==> src/yrgb_pkg.sv <==
// ----------------------------------------------------------------------------
// YUYV to RGB package
// Shared widths, coefficients, pixel types and the per-pixel color conversion.
// ----------------------------------------------------------------------------
package yrgb_pkg;

  localparam int FRAME_PIXEL_BITS = 24;
  localparam int QUEUE_DEPTH      = 4;
  localparam int MEAN_BITS        = 8;
  localparam int PIXELS_PER_BEAT  = 2;
  localparam int SUM_W            = 20;

  localparam logic signed [SUM_W-1:0] COEF_Y        = 20'sd298;
  localparam logic signed [SUM_W-1:0] COEF_RV       = 20'sd409;
  localparam logic signed [SUM_W-1:0] COEF_BU       = 20'sd516;
  localparam logic signed [SUM_W-1:0] COEF_GU       = 20'sd100;
  localparam logic signed [SUM_W-1:0] COEF_GV       = 20'sd208;
  localparam logic signed [SUM_W-1:0] ROUND_BIAS    = 20'sd128;
  localparam logic signed [SUM_W-1:0] LUMA_OFFSET   = 20'sd16;
  localparam logic signed [SUM_W-1:0] CHROMA_OFFSET = 20'sd128;
  localparam logic [7:0]              CHANNEL_MAX   = 8'd255;
  localparam logic [MEAN_BITS-1:0]    MEAN_MAX      = 8'd255;

  typedef struct packed {
    logic [7:0] red;
    logic [7:0] green;
    logic [7:0] blue;
  } rgb_pixel_t;

  typedef struct packed {
    rgb_pixel_t first;
    rgb_pixel_t second;
  } rgb_pair_t;

  typedef struct packed {
    logic full;
    logic empty;
  } queue_status_t;

  typedef enum logic [2:0] {
    BACK_IDLE   = 3'b001,
    BACK_DIVIDE = 3'b010,
    BACK_DONE   = 3'b100
  } back_state_t;

  function automatic logic signed [SUM_W-1:0] center_chroma(input logic [7:0] value);
    return $signed({{(SUM_W-8){1'b0}}, value}) - CHROMA_OFFSET;
  endfunction

  // Floor shift by 8 followed by a clamp to the 8-bit range.
  function automatic logic [7:0] clamp_channel(input logic signed [SUM_W-1:0] sum);
    logic [7:0] result;
    if (sum[SUM_W-1]) begin
      result = 8'd0;
    end else if (|sum[SUM_W-2:16]) begin
      result = CHANNEL_MAX;
    end else begin
      result = sum[15:8];
    end
    return result;
  endfunction

  function automatic rgb_pixel_t convert_pixel(input logic [7:0] luma,
                                               input logic signed [SUM_W-1:0] d,
                                               input logic signed [SUM_W-1:0] e);
    logic signed [SUM_W-1:0] c;
    logic signed [SUM_W-1:0] luma_term;
    rgb_pixel_t              px;
    c         = $signed({{(SUM_W-8){1'b0}}, luma}) - LUMA_OFFSET;
    luma_term = COEF_Y * c;
    px.red    = clamp_channel(luma_term + COEF_RV * e + ROUND_BIAS);
    px.green  = clamp_channel(luma_term - COEF_GU * d - COEF_GV * e + ROUND_BIAS);
    px.blue   = clamp_channel(luma_term + COEF_BU * d + ROUND_BIAS);
    return px;
  endfunction

endpackage

==> src/yrgb_front.sv <==
// ----------------------------------------------------------------------------
// YUYV to RGB front end
// Accepts macropixels, converts both pixels and keeps the frame luma sums.
// ----------------------------------------------------------------------------
module yrgb_front #(
  parameter int FRAME_PIXEL_BITS = yrgb_pkg::FRAME_PIXEL_BITS
) (
  input  logic                           clk,
  input  logic                           rst,
  input  logic                           in_valid,
  output logic                           in_stall,
  input  logic [7:0]                     luma_first,
  input  logic [7:0]                     chroma_blue,
  input  logic [7:0]                     luma_second,
  input  logic [7:0]                     chroma_red,
  input  logic                           end_of_frame,
  input  yrgb_pkg::queue_status_t        queue_status,
  output logic                           push,
  output yrgb_pkg::rgb_pair_t            push_pair,
  output logic                           push_eof,
  output logic [FRAME_PIXEL_BITS+7:0]    push_luma,
  output logic [FRAME_PIXEL_BITS:0]      push_pixel
);

  localparam int LUMA_W  = FRAME_PIXEL_BITS + 8;
  localparam int PIXEL_W = FRAME_PIXEL_BITS + 1;

  logic [LUMA_W-1:0]               luma_total;
  logic [PIXEL_W-1:0]              pixel_total;
  logic [LUMA_W:0]                 luma_sum;
  logic [PIXEL_W:0]                pixel_sum;
  logic signed [yrgb_pkg::SUM_W-1:0] d;
  logic signed [yrgb_pkg::SUM_W-1:0] e;

  assign in_stall = queue_status.full;
  assign push     = in_valid && !queue_status.full;

  assign d = yrgb_pkg::center_chroma(chroma_blue);
  assign e = yrgb_pkg::center_chroma(chroma_red);

  assign push_pair.first  = yrgb_pkg::convert_pixel(luma_first, d, e);
  assign push_pair.second = yrgb_pkg::convert_pixel(luma_second, d, e);

  assign luma_sum  = {1'b0, luma_total} + (LUMA_W+1)'(luma_first)
                   + (LUMA_W+1)'(luma_second);
  assign pixel_sum = {1'b0, pixel_total} + (PIXEL_W+1)'(yrgb_pkg::PIXELS_PER_BEAT);

  // Both totals saturate at full scale instead of wrapping.
  assign push_luma  = luma_sum[LUMA_W] ? {LUMA_W{1'b1}} : luma_sum[LUMA_W-1:0];
  assign push_pixel = pixel_sum[PIXEL_W] ? {PIXEL_W{1'b1}} : pixel_sum[PIXEL_W-1:0];
  assign push_eof   = end_of_frame;

  always_ff @(posedge clk) begin
    if (rst) begin
      luma_total  <= '0;
      pixel_total <= '0;
    end else if (push) begin
      if (end_of_frame) begin
        luma_total  <= '0;
        pixel_total <= '0;
      end else begin
        luma_total  <= push_luma;
        pixel_total <= push_pixel;
      end
    end
  end

endmodule

==> src/yrgb_queue.sv <==
// ----------------------------------------------------------------------------
// YUYV to RGB queue
// Short queue of converted beats between the front end and the back end.
// ----------------------------------------------------------------------------
module yrgb_queue #(
  parameter int FRAME_PIXEL_BITS = yrgb_pkg::FRAME_PIXEL_BITS
) (
  input  logic                           clk,
  input  logic                           rst,
  input  logic                           push,
  input  yrgb_pkg::rgb_pair_t            push_pair,
  input  logic                           push_eof,
  input  logic [FRAME_PIXEL_BITS+7:0]    push_luma,
  input  logic [FRAME_PIXEL_BITS:0]      push_pixel,
  input  logic                           pop,
  output yrgb_pkg::rgb_pair_t            head_pair,
  output logic                           head_eof,
  output logic [FRAME_PIXEL_BITS+7:0]    head_luma,
  output logic [FRAME_PIXEL_BITS:0]      head_pixel,
  output yrgb_pkg::queue_status_t        status
);

  localparam int LUMA_W  = FRAME_PIXEL_BITS + 8;
  localparam int PIXEL_W = FRAME_PIXEL_BITS + 1;
  localparam int DEPTH   = yrgb_pkg::QUEUE_DEPTH;
  localparam int PTR_W   = $clog2(DEPTH);

  yrgb_pkg::rgb_pair_t pair_mem  [DEPTH];
  logic                eof_mem   [DEPTH];
  logic [LUMA_W-1:0]   luma_mem  [DEPTH];
  logic [PIXEL_W-1:0]  pixel_mem [DEPTH];

  logic [PTR_W-1:0] wr_ptr;
  logic [PTR_W-1:0] rd_ptr;
  logic [PTR_W:0]   count;

  assign status.full  = (count == (PTR_W+1)'(DEPTH));
  assign status.empty = (count == '0);

  assign head_pair  = pair_mem[rd_ptr];
  assign head_eof   = eof_mem[rd_ptr];
  assign head_luma  = luma_mem[rd_ptr];
  assign head_pixel = pixel_mem[rd_ptr];

  always_ff @(posedge clk) begin
    if (push) begin
      pair_mem[wr_ptr]  <= push_pair;
      eof_mem[wr_ptr]   <= push_eof;
      luma_mem[wr_ptr]  <= push_luma;
      pixel_mem[wr_ptr] <= push_pixel;
    end
  end

  always_ff @(posedge clk) begin
    if (rst) begin
      wr_ptr <= '0;
      rd_ptr <= '0;
      count  <= '0;
    end else begin
      if (push) begin
        wr_ptr <= wr_ptr + 1'b1;
      end
      if (pop) begin
        rd_ptr <= rd_ptr + 1'b1;
      end
      case ({push, pop})
        2'b10:   count <= count + 1'b1;
        2'b01:   count <= count - 1'b1;
        default: count <= count;
      endcase
    end
  end

`ifndef SYNTH
  assert property (@(posedge clk) disable iff (rst) push |-> !status.full)
    else $error("Beat written into a full queue.");
  assert property (@(posedge clk) disable iff (rst) pop |-> !status.empty)
    else $error("Beat taken from an empty queue.");
`endif

endmodule

==> src/yrgb_back.sv <==
// ----------------------------------------------------------------------------
// YUYV to RGB back end
// Drains the queue into the output register and forms the frame mean luma.
// ----------------------------------------------------------------------------
module yrgb_back #(
  parameter int FRAME_PIXEL_BITS = yrgb_pkg::FRAME_PIXEL_BITS
) (
  input  logic                           clk,
  input  logic                           rst,
  input  yrgb_pkg::queue_status_t        queue_status,
  input  yrgb_pkg::rgb_pair_t            head_pair,
  input  logic                           head_eof,
  input  logic [FRAME_PIXEL_BITS+7:0]    head_luma,
  input  logic [FRAME_PIXEL_BITS:0]      head_pixel,
  output logic                           pop,
  output logic                           out_valid,
  input  logic                           out_stall,
  output logic [7:0]                     red_first,
  output logic [7:0]                     green_first,
  output logic [7:0]                     blue_first,
  output logic [7:0]                     red_second,
  output logic [7:0]                     green_second,
  output logic [7:0]                     blue_second,
  output logic [7:0]                     mean_luma,
  output logic                           mean_valid
);

  localparam int MB     = yrgb_pkg::MEAN_BITS;
  localparam int DIV_W  = FRAME_PIXEL_BITS + 1 + MB;
  localparam int STEP_W = $clog2(MB + 1);

  yrgb_pkg::back_state_t state;
  yrgb_pkg::back_state_t state_next;

  yrgb_pkg::rgb_pair_t out_pair;
  yrgb_pkg::rgb_pair_t work_pair;
  logic [DIV_W-1:0]    rem;
  logic [DIV_W-1:0]    dsh;
  logic [MB-1:0]       quo;
  logic [STEP_W-1:0]   step;
  logic                zero_div;
  logic                sat;

  logic             out_free;
  logic             load_direct;
  logic             start;
  logic             finish;
  logic             fits;
  logic [MB-1:0]    mean_result;

  assign out_free    = !out_valid || !out_stall;
  assign pop         = (state == yrgb_pkg::BACK_IDLE) && !queue_status.empty
                       && (head_eof || out_free);
  assign load_direct = pop && !head_eof;
  assign start       = pop && head_eof;
  assign finish      = (state == yrgb_pkg::BACK_DONE) && out_free;
  assign fits        = (rem >= dsh);
  assign mean_result = zero_div ? '0 : (sat ? yrgb_pkg::MEAN_MAX : quo);

  always_comb begin
    state_next = state;
    case (state)
      yrgb_pkg::BACK_IDLE: begin
        if (start) begin
          state_next = yrgb_pkg::BACK_DIVIDE;
        end
      end
      yrgb_pkg::BACK_DIVIDE: begin
        if (step == '0) begin
          state_next = yrgb_pkg::BACK_DONE;
        end
      end
      yrgb_pkg::BACK_DONE: begin
        if (finish) begin
          state_next = yrgb_pkg::BACK_IDLE;
        end
      end
      default: state_next = yrgb_pkg::BACK_IDLE;
    endcase
  end

  always_ff @(posedge clk) begin
    if (rst) begin
      state     <= yrgb_pkg::BACK_IDLE;
      out_valid <= 1'b0;
    end else begin
      state <= state_next;
      if (load_direct || finish) begin
        out_valid <= 1'b1;
      end else if (!out_stall) begin
        out_valid <= 1'b0;
      end
    end
  end

  // Restoring division: the first step only tests for a quotient above the
  // 8-bit range, each later step yields one quotient bit.
  always_ff @(posedge clk) begin
    if (start) begin
      work_pair <= head_pair;
      rem       <= DIV_W'(head_luma);
      dsh       <= {head_pixel, {MB{1'b0}}};
      quo       <= '0;
      step      <= STEP_W'(MB);
      zero_div  <= (head_pixel == '0);
      sat       <= 1'b0;
    end else if (state == yrgb_pkg::BACK_DIVIDE) begin
      if (step == STEP_W'(MB)) begin
        sat <= fits;
      end else begin
        if (fits) begin
          rem <= rem - dsh;
        end
        quo <= {quo[MB-2:0], fits};
      end
      dsh  <= dsh >> 1;
      step <= step - 1'b1;
    end
  end

  always_ff @(posedge clk) begin
    if (load_direct) begin
      out_pair   <= head_pair;
      mean_luma  <= '0;
      mean_valid <= 1'b0;
    end else if (finish) begin
      out_pair   <= work_pair;
      mean_luma  <= mean_result;
      mean_valid <= 1'b1;
    end
  end

  assign red_first    = out_pair.first.red;
  assign green_first  = out_pair.first.green;
  assign blue_first   = out_pair.first.blue;
  assign red_second   = out_pair.second.red;
  assign green_second = out_pair.second.green;
  assign blue_second  = out_pair.second.blue;

`ifndef SYNTH
  assert property (@(posedge clk) disable iff (rst)
    (state == yrgb_pkg::BACK_DIVIDE) && (step < STEP_W'(MB)) && !sat
      |-> ({1'b0, rem} < {dsh, 1'b0}))
    else $error("Division remainder out of range.");
  assert property (@(posedge clk) disable iff (rst)
    finish && zero_div |=> out_valid && mean_valid && (mean_luma == '0))
    else $error("Empty frame did not report a zero mean.");
`endif

endmodule

==> src/yuyv_to_rgb_with_mean_luma_unit.sv <==
// ----------------------------------------------------------------------------
// YUYV to RGB converter with frame mean luma
// Converts YUYV macropixels to two RGB888 pixels and reports the mean luma.
// ----------------------------------------------------------------------------
// Input beats carry one macropixel on in_valid / in_stall; output beats carry
// two converted pixels plus mean_luma and mean_valid on out_valid / out_stall.
// Every input beat yields exactly one output beat, in order.
// A beat is converted as it enters and waits in a four-entry queue. An
// ordinary beat then passes through the output register, and the block
// sustains one beat per cycle while the output is not stalled and no
// frame mean is being divided. A beat marked end_of_frame runs through a
// restoring divider that makes one quotient bit a cycle; the queue keeps
// accepting meanwhile until its four entries are full, then in_stall rises.
// A stalled output holds its beat unchanged; the queue then fills and the
// stall reaches the input side.
// Reset empties the queue, clears out_valid and both frame totals. The
// totals saturate at full scale; the mean is clamped to 255.
// ----------------------------------------------------------------------------
module yuyv_to_rgb_with_mean_luma_unit #(
  parameter int FRAME_PIXEL_BITS = yrgb_pkg::FRAME_PIXEL_BITS
) (
  input  logic       clk,
  input  logic       rst,
  input  logic       in_valid,
  output logic       in_stall,
  input  logic [7:0] luma_first,
  input  logic [7:0] chroma_blue,
  input  logic [7:0] luma_second,
  input  logic [7:0] chroma_red,
  input  logic       end_of_frame,
  output logic       out_valid,
  input  logic       out_stall,
  output logic [7:0] red_first,
  output logic [7:0] green_first,
  output logic [7:0] blue_first,
  output logic [7:0] red_second,
  output logic [7:0] green_second,
  output logic [7:0] blue_second,
  output logic [7:0] mean_luma,
  output logic       mean_valid
);

  yrgb_pkg::queue_status_t       queue_status;
  logic                          push;
  yrgb_pkg::rgb_pair_t           push_pair;
  logic                          push_eof;
  logic [FRAME_PIXEL_BITS+7:0]   push_luma;
  logic [FRAME_PIXEL_BITS:0]     push_pixel;
  logic                          pop;
  yrgb_pkg::rgb_pair_t           head_pair;
  logic                          head_eof;
  logic [FRAME_PIXEL_BITS+7:0]   head_luma;
  logic [FRAME_PIXEL_BITS:0]     head_pixel;

  yrgb_front #(.FRAME_PIXEL_BITS(FRAME_PIXEL_BITS)) u_front (
    .clk          (clk),
    .rst          (rst),
    .in_valid     (in_valid),
    .in_stall     (in_stall),
    .luma_first   (luma_first),
    .chroma_blue  (chroma_blue),
    .luma_second  (luma_second),
    .chroma_red   (chroma_red),
    .end_of_frame (end_of_frame),
    .queue_status (queue_status),
    .push         (push),
    .push_pair    (push_pair),
    .push_eof     (push_eof),
    .push_luma    (push_luma),
    .push_pixel   (push_pixel)
  );

  yrgb_queue #(.FRAME_PIXEL_BITS(FRAME_PIXEL_BITS)) u_queue (
    .clk        (clk),
    .rst        (rst),
    .push       (push),
    .push_pair  (push_pair),
    .push_eof   (push_eof),
    .push_luma  (push_luma),
    .push_pixel (push_pixel),
    .pop        (pop),
    .head_pair  (head_pair),
    .head_eof   (head_eof),
    .head_luma  (head_luma),
    .head_pixel (head_pixel),
    .status     (queue_status)
  );

  yrgb_back #(.FRAME_PIXEL_BITS(FRAME_PIXEL_BITS)) u_back (
    .clk          (clk),
    .rst          (rst),
    .queue_status (queue_status),
    .head_pair    (head_pair),
    .head_eof     (head_eof),
    .head_luma    (head_luma),
    .head_pixel   (head_pixel),
    .pop          (pop),
    .out_valid    (out_valid),
    .out_stall    (out_stall),
    .red_first    (red_first),
    .green_first  (green_first),
    .blue_first   (blue_first),
    .red_second   (red_second),
    .green_second (green_second),
    .blue_second  (blue_second),
    .mean_luma    (mean_luma),
    .mean_valid   (mean_valid)
  );

endmodule

==> config.mk <==
export PLATFORM = sky130hd
export DESIGN_NAME = yuyv_to_rgb_with_mean_luma_unit
export DESIGN_NICKNAME = d
export VERILOG_FILES = /design/src/yrgb_pkg.sv /design/src/yrgb_front.sv /design/src/yrgb_queue.sv /design/src/yrgb_back.sv /design/src/yuyv_to_rgb_with_mean_luma_unit.sv
export SDC_FILE = /design/constraint.sdc
export NUM_CORES = 1
export LEC_CHECK = 0
export ABC_CLOCK_PERIOD_IN_PS = 7100
export BUFFER_PORTS_ARGS = -buffer_cell sky130_fd_sc_hd__clkbuf_2
export CAP_MARGIN = 20
export CELL_PAD_IN_SITES_DETAIL_PLACEMENT = 1
export CELL_PAD_IN_SITES_GLOBAL_PLACEMENT = 2
export CORE_AREA = 2 2 315 317
export CTS_BUF_LIST = sky130_fd_sc_hd__clkbuf_4 sky130_fd_sc_hd__clkbuf_8
export DETAILED_ROUTE_END_ITERATION = 10
export DIE_AREA = 0 0 317 319
export HOLD_SLACK_MARGIN = 0.02
export PLACE_DENSITY_LB_ADDON = 0.1
export SETUP_SLACK_MARGIN = 0.4
export SLEW_MARGIN = 10
export SYNTH_ARGS = -nofsm -noshare
export SYNTH_HDL_FRONTEND = slang
export SYNTH_SLANG_ARGS = --single-unit
==> constraint.sdc <==
create_clock -name clk -period 7.1 [get_ports clk]
set_clock_uncertainty 0.2 [all_clocks]
set_input_delay 0 -clock clk [delete_from_list [all_inputs] [get_ports clk]]
set_output_delay 0 -clock clk [all_outputs]
set_load 0.01 [all_outputs]
==> impl_metrics.ini, run 1 <==
[drt]
routed_via_density = 5.48
first_pass_iters = 5
wire_per_inst_microns = 22.4
vias = 26898
drt_first_iter_violations = 1427
drc = 0
drt-total-wl_microns = 110000
drtAntennaViolNets = 0

[critical_path]
cp_common_cell = ha_1
reg2regPathDepth = 12
endpoint_kind = flip-flop
arrival_ns = 6.65
r2r_end = u_queue.luma_mem[0][25]
slowest_stage = fa_1
ff2ff_setup_slack_ns = 2.84
critical_path_required_ns = 7.36
startpoint = luma_second[7]
setup.worst_path.start_class = input pin
crit_type = in2reg
worst-path-max-fanout = 8
r2r-start = u_front.luma_total[1]
slowest_delay_ns = 0.56

[place]
place_congestion = 0.867
dp_slack_ns = -0.165
postPlaceCellArea_sq_mm = 0.0431
dp_hpwl_microns = 83500
dp.cells = 4681
port_buffers = 95

[sta]
finalWorstSetupSlack_ns = 0.705
fmax_mhz = 156
finalHoldViolations = 0
post-route-min-period_ns = 6.39
final-setup-viol-count = 0
setup-tns-final_ns = 0
grt_setup_unrepaired = no
worstMarginPinSlew_ns = 1.04
max-slew-margin-rel = 0.308
drv_slew = 0
timing.final.crit_share = 0.901

[yosys]
synth-main-ff-cell = edfxtp_1
ys_async_sr_fraction = 0
postSynthAreaPerCell_sq_um = 12.3
netlist_area_sq_mm = 0.0408
syn-num-nets = 3890
synth_cell_types = 101
ys_seq_area_frac = 0.475
yosysWarnings = 0
postSynthCellCount = 3315
synth_seq_cells = 679
synth_edf_count = 578

[die]
rows = 115
fp.dieW_microns = 317
boundaryPins = 96
initial_core_util = 0.417
core-area_sq_mm = 0.0977
die_area_sq_mm = 0.101
die_h_microns = 319

[hold_path]
min_delay_worst_endpoint = u_queue.luma_mem[0][8]
min-delay-start = luma_first[7]
hold_class = in2reg
hold_depth = 5

[clock_network]
clk_pin_slew_ns = 0.06
clkSinkCount = 679
cts_tree = done
cts_buffer_depth = 3
cts_buffers = 111
ctsRootBufferMaster = clkbuf_8
clk_latency_ns = 0.75
htreeDepth = 3

[global_route]
grt_max_degree = 70
grt_pass1_vias = 29365
antenna_found_initial = 5
grt_use_total = 0.220
grt_pass1_wl_microns = 171000
grt_overflow = 0

[status]
status = finished clean

[finish]
most-common-layout-cells = edfxtp_1 (578), ha_1 (449), inv_1 (307), nor2_1 (196), nand2_1 (186)
drive_above_1_share = 0.167
mostFrequentLayoutCell = edfxtp_1
stdcell_area_sq_mm = 0.0458
nets = 4099
area_growth_pct = 12.2
instances_no_fill = 4908

[run]
drv_cap = 0
==> how the worst max path moves through the flow <==
stage	to	cells past startpoint
2_1_floorplan	u_queue.pair_mem[0][10]	26
3_3_place_gp	u_queue.pair_mem[0][35]	29
3_5_place_dp	u_queue.pair_mem[2][32]	27
4_1_cts	u_queue.pair_mem[1][10]	27
5_1_grt	u_queue.pair_mem[2][12]	27
6_report	u_queue.pair_mem[2][12]	26
==> registers in the layout (all words and copies together) (netlist names), 4 cells and up, named ones only <==
register and cells:
u_back.step 4, u_front.pixel_total 25, u_back.blue_first 8, u_back.rem 33, u_back.mean_luma 8, u_back.green_second 8, u_back.red_second 8, u_front.luma_total 32
u_queue.luma_mem 128, u_queue.eof_mem 4, u_back.red_first 8, u_back.quo 8, u_back.blue_second 8, u_queue.pixel_mem 100, u_back.dsh 33, u_back.work_pair 48
u_back.green_first 8, u_queue.pair_mem 192
==> worst max-delay path, delay by kind of cell <==
kind / cells / cell delay [ns]
adders and majority gates: 8 / 3.03
AOI/OAI and AO/OA: 10 / 1.72
buffers and inverters: 5 / 1.04
xor gates and xnor gates: 2 / 0.55
and+or+nand+nor: 1 / 0.30
==> routing by layer <==
metal,wire length (microns),share of wire,global-route usage,up-vias
met2,57000,0.52,0.396,382
met1,46900,0.43,0.275,13623
met5,0,0,0,-
li1,-,-,-,12734
met4,3350,0.030,0.0689,0
met3,2890,0.026,0.0245,159
==> kinds of logic (layout without fill, tap and decap cells) <==
kind of cell / count (synthesis) / after routing / synth area share
adder cells (fa/ha/maj): 538 / 538 / 0.181
flip-flops: 679 / 679 / 0.475
multiplexers: 170 / 170 / 0.0759
AND/OR/NAND/NOR: 683 / 683 / 0.0805
buffers and inverters: 409 / 714 / 0.0386
XOR/XNOR: 187 / 187 / 0.0414
other: 0 / 1 / 0
AO/OA/AOI/OAI: 649 / 649 / 0.107
==> area by class of cell <==
cell class,instances,area (sq um)
timing repair buffer,196,1270
inverter,309,1160
tap,1287,1610
clock inverter,67,597
clock buffer,142,1790
fill,10194,51900
multi-input combinational,2227,20000
antenna,1,2.50
sequential,679,19400
==> cells in the mapped netlist (65+ instances only) <==
master | count | share of area
dfxtp_1 | 101 | 0.050
o21ai_0 | 121 | 0.015
mux4_2 | 106 | 0.059
a21oi_1 | 163 | 0.020
o21a_1 | 65 | 0.012
xnor2_1 | 105 | 0.023
fa_1 | 89 | 0.044
xor2_1 | 78 | 0.017
edfxtp_1 | 578 | 0.43
ha_1 | 449 | 0.14
clkbuf_1 | 65 | 0.0060
inv_1 | 308 | 0.028
nor2_1 | 198 | 0.018
nand2_1 | 188 | 0.017
==> timing repair <==
| action | in CTS | in global routing |
|---|---|---|
| resized for setup | 0 | 17 |
| setup buffers | 0 | 3 |
| hold buffers | 13 | 0 |
| setup endpoints to repair | 0 | 143 |
| endpoints found under the hold margin | 96 | 0 |
==> through the flow <==
| step | util | hold WS, ns |
|---|---|---|
| after floorplan | - | -0.101 |
| after global placement | 0.441 | 0.205 |
| after detailed placement | 0.441 | 0.211 |
| after CTS | 0.467 | 0.0292 |
| after global routing | 0.468 | 0.115 |
| final | 0.468 | 0.131 |
Power of run 1 is left out: the tool's default activity adds up to more than one toggle a clock period on the data nets, which glitch-free logic cannot reach.
==> inputs of run 2 (changes only) <==
- RECOVER_POWER: default -> 25
==> run 2 against run 1 <==
Effect of this change: critical endpoint is now u_queue.pair_mem[1][10]; wire length hardly changed; flip-flop and latch count unchanged; register-to-register slack got worse by 1.7 ns; clock-buffer cell count did not move; first-iteration DRC count fell by 2.2%; design area shrank 0.27%; the run now ends with max-capacitance violations, max-slew violations left; critical path depth did not move.
==> impl_metrics.ini, run 2 (same netlist as run 1, synthesis figures left out) <==
[finish]
nets = 4099
drive_above_1_share = 0.147
largest_register_ffs = 192
utilization = 0.467
multi_input_area_sq_mm = 0.0199
top_regs = u_queue.pair_mem: 192 flops, u_queue.luma_mem: 128 flops, u_queue.pixel_mem: 100 flops
area_growth_pct = 11.9
seq_area_sq_mm = 0.0194
mostFrequentLayoutCell = edfxtp_1
regMostFlops = u_queue.pair_mem
most-common-layout-cells = edfxtp_1 (578), ha_1 (449), inv_1 (307), nor2_1 (196), nand2_1 (186)
n_fill_cell = 10219

[die]
rows = 115
die_area_sq_mm = 0.101
core-area_sq_mm = 0.0977
fp.dieW_microns = 317
initial_core_util = 0.417
die_h_microns = 319
boundaryPins = 96

[clock_network]
ctsRootBufferMaster = clkbuf_8
clk_pin_slew_ns = 0.06
htreeDepth = 3
cts_buffers = 111
cts_tree = done
clkSinkCount = 679
clk_latency_ns = 0.76
cts_buffer_depth = 3

[place]
dp_hpwl_microns = 83500
place_congestion = 0.867
port_buffers = 95

[sta]
final-setup-viol-count = 0
timing.final.crit_share = 0.901
grt_setup_unrepaired = no
fmax_mhz = 156
worstMarginPinSlew_ns = 3.00
max-slew-margin-rel = -0.999
finalHoldViolations = 0
post-route-min-period_ns = 6.40
drv_slew = 335
setup-tns-final_ns = 0

[critical_path]
crit_type = in2reg
critical_path_required_ns = 7.36
setup.worst_path.start_class = input pin
cp_common_cell = ha_1
endpoint_kind = flip-flop
worst-path-max-fanout = 8
slowest_stage = fa_1
arrival_ns = 6.65
slowest_delay_ns = 0.56

[drt]
drtAntennaViolNets = 0
drc = 0
first_pass_iters = 7
drt_first_iter_violations = 1395
vias = 26862
routed_via_density = 5.47
drt-total-wl_microns = 110000
wire_per_inst_microns = 22.4

[global_route]
grt_pass1_wl_microns = 171000
grt_max_degree = 70
antenna_found_initial = 5
grt_use_total = 0.220
grt_pass1_vias = 29365
grt_overflow = 0

[status]
violations = max-capacitance violations, max-slew violations
status = finished, violations left

[hold_path]
hold_class = in2reg

[run]
drv_cap = 8
run 2: changes by cell type in the layout (fill, tap and decap cells not counted), sizes merged:
cell    change
buf         -5
clkbuf      +5
run 2: critical path, delay by kind of cell:
| family | cells | cell delay, ns |
|---|---|---|
| and+or+nand+nor | 1 | 0.30 |
| adders and majority gates | 8 | 3.03 |
| xor gates and xnor gates | 2 | 0.55 |
| AOI/OAI and AO/OA | 10 | 1.73 |
| buffers and inverters | 5 | 1.04 |
run 2: final timing paths:
path	start	endpoint	slack (ns)	cells past startpoint
setup / recovery	luma_second[7]	u_queue.pair_mem[1][10]	0.70	26
hold / removal	luma_first[7]	u_queue.luma_mem[0][8]	0.13	5
setup reg to reg	u_queue.count[1]	u_queue.luma_mem[2][0]	1.10	6
hold reg to reg	u_front.pixel_total[0]	u_front.pixel_total[0]	0.26	2
run 2: metal layers:
metal | share of wire | global-route usage
met1 | 0.43 | 0.275
met2 | 0.52 | 0.396
met3 | 0.026 | 0.0245
met4 | 0.030 | 0.0689
met5 | 0 | 0
run 2: layout make-up:
cell class / count / area share
diodes: 1 / 0.0000548
well taps: 1287 / 0.0353
repair buffers: 196 / 0.0257
multi-input cells: 2227 / 0.437
clock inverters: 67 / 0.0131
clock buffers: 142 / 0.0393
inverters: 309 / 0.0255
flip-flops and latches: 679 / 0.425
run 2: repair_timing:
item	CTS	global route
resized for setup	0	17
setup endpoints to repair	0	143
hold buffers	13	0
endpoints found under the hold margin	96	0
buffers inserted	0	3
run 2: through the flow:
step                setup WS [ns]  instance area (sq um)  hold slack, ns  std cells
finish                      0.705                  45600           0.128       4908
global route                0.407                  45600           0.115       4908
CTS                         0.598                  45700          0.0292       4903
detailed placement         -0.165                  43100           0.211       4681
global placement          -0.0579                  43100           0.205       4681
floorplan                   0.447                  40800          -0.101       3315
Power of run 2 is left out for the same reason.
==> inputs of run 3 (changes only) <==
- ABC_AREA: default -> 1
- CORE_AREA: 2 2 315 317 -> 2 2 343 345
- DIE_AREA: 0 0 317 319 -> 0 0 345 347
==> run 3 against run 2 <==
Effect of this change: the run still ends with max-capacitance violations, max-slew violations left; worst setup slack gained 0.10 ns; design area grew 7.2%; global-route usage grew 1.1 points; clock-buffer cell count grew 37; first-iteration DRC count grew 37%; sequential share of layout area shrank 2.8 points; critical endpoint is now u_queue.pair_mem[0][11]; highest routed layer unchanged.
==> impl_metrics.ini, run 3 <==
[sta]
post-route-min-period_ns = 6.29
setup-tns-final_ns = 0
drv_slew = 588
finalHoldViolations = 0
max-slew-margin-rel = -1.08
timing.final.crit_share = 0.886
worstMarginPinSlew_ns = 3.13
grt_setup_unrepaired = no
final-setup-viol-count = 0
fmax_mhz = 159

[clock_network]
htreeDepth = 3
cts_buffers = 116
clkSinkCount = 679
clk_pin_slew_ns = 0.06
clk_latency_ns = 0.79
ctsRootBufferMaster = clkbuf_8
cts_tree = done
cts_buffer_depth = 3

[drt]
routed_via_density = 5.14
vias = 34481
drt_first_iter_violations = 1905
drtAntennaViolNets = 0
drc = 0
first_pass_iters = 5
wire_per_inst_microns = 20.8
drt-total-wl_microns = 140000

[die]
fp.dieW_microns = 345
initial_core_util = 0.378
die_area_sq_mm = 0.120
core-area_sq_mm = 0.116
boundaryPins = 96
rows = 125
die_h_microns = 347

[critical_path]
slowest_delay_ns = 0.55
crit_type = in2reg
critical_path_required_ns = 7.44
setup.worst_path.start_class = input pin
worst-path-max-fanout = 8
endpoint_kind = flip-flop
cp_common_cell = ha_1
slowest_stage = fa_1
arrival_ns = 6.63
ff2ff_setup_slack_ns = 1.45

[yosys]
syn-num-nets = 5498
yosysWarnings = 0
ys_async_sr_fraction = 0
yosysMostFrequentCell = nand2_1
postSynthAreaPerCell_sq_um = 8.89
synth_area_leaders = edfxtp_1 (40%), ha_1 (13%), nand2_1 (10%)
synth_cell_types = 60
postSynthCellCount = 4923
yosys.area.top_type = edfxtp_1
synth_edf_count = 578
netlist.area_leader.share = 0.396
ys_seq_area_frac = 0.443
synth_seq_cells = 679
synth_common_cells = nand2_1 (1207), inv_1 (584), edfxtp_1 (578), ha_1 (449), nor2_1 (430)
synth-main-ff-cell = edfxtp_1
netlist_area_sq_mm = 0.0438

[global_route]
grt_pass1_vias = 35409
grt_use_total = 0.231
grt_overflow = 0
antenna_found_initial = 6
grt_pass1_wl_microns = 213000
grt_max_degree = 99

[place]
dp_hpwl_microns = 106000
port_buffers = 95
place_congestion = 0.901
dp.cells = 6464
postPlaceCellArea_sq_mm = 0.0460

[status]
status = finished, violations left
violations = max-capacitance violations, max-slew violations

[finish]
stdcell_area_sq_mm = 0.0489
regMostFlops = u_queue.pair_mem
instances_no_fill = 6714
top_regs = u_queue.pair_mem: 192 flops, u_queue.luma_mem: 128 flops, u_queue.pixel_mem: 100 flops
mostFrequentLayoutCell = nand2_1
most-common-layout-cells = nand2_1 (1201), inv_1 (584), edfxtp_1 (578), ha_1 (444), nor2_1 (418)
drive_above_1_share = 0.0800
area_growth_pct = 11.7
largest_register_ffs = 192
n_fill_cell = 13587
utilization = 0.423
nets = 5661

[run]
drv_cap = 11

[hold_path]
hold_class = in2reg
[run 3: kinds of logic (layout without fill, tap and decap cells)]
logic type	after synthesis	count (layout)	synth area share
AO/OA/AOI/OAI	796	796	0.0997
AND/OR/NAND/NOR	2049	2049	0.196
adder cells (fa/ha/maj)	538	538	0.169
XOR/XNOR	139	139	0.0280
other	0	4	0
buffers and inverters	722	985	0.0649
flip-flops	679	679	0.443
[run 3: final cells by class]
class | instances | area [sq um] | share of cell area
clock buffers | 179 | 2160 | 0.0442
multi-input cells | 3522 | 21800 | 0.445
repair buffers | 167 | 990 | 0.0202
inverters | 600 | 2270 | 0.0463
well taps | 1524 | 1910 | 0.0390
clock inverters | 39 | 408 | 0.00834
diodes | 4 | 10.0 | 0.000205
flip-flops and latches | 679 | 19400 | 0.396
[run 3: timing repair]
item / in CTS / in global routing
buffers inserted: 0 / 2
setup endpoints to repair: 0 / 130
endpoints found under the hold margin: 158 / 0
resized for setup: 0 / 53
hold buffers: 24 / 0
[run 3: layer usage]
| metal | global-route usage | up-vias | wire length (microns) |
|---|---|---|---|
| met1 | 0.330 | 16830 | 68700 |
| met5 | 0 | - | 0 |
| li1 | - | 16947 | - |
| met4 | 0.0559 | 0 | 2650 |
| met3 | 0.0347 | 140 | 5710 |
| met2 | 0.369 | 564 | 62800 |
[run 3: worst paths after layout]
path | startpoint | cells after the start | endpoint
worst max-delay path | luma_second[7] | 29 | u_queue.pair_mem[0][11]
worst max register to register | u_queue.count[2] | 6 | u_queue.luma_mem[3][26]
worst min-delay path | luma_second[0] | 7 | u_queue.luma_mem[2][1]
worst min register to register | u_back.dsh[4] | 2 | u_back.dsh[3]
[run 3: worst max-delay path: cells and delay by family]
| family | cells | cell delay (ns) |
|---|---|---|
| buffers and inverters | 6 | 1.02 |
| adders and majority gates | 8 | 3.14 |
| xor gates and xnor gates | 2 | 0.45 |
| AOI/OAI and AO/OA | 2 | 0.35 |
| and+or+nand+nor | 11 | 1.67 |
[run 3: stage by stage]
stage          hold slack [ns]  setup slack (ns)
4_1_cts                 0.0376             0.427
6_report                 0.125             0.808
2_1_floorplan           -0.101             0.938
5_1_grt                  0.118             0.408
3_3_place_gp             0.178             0.276
3_5_place_dp             0.172            0.0513
Power of run 3 is left out for the same reason.
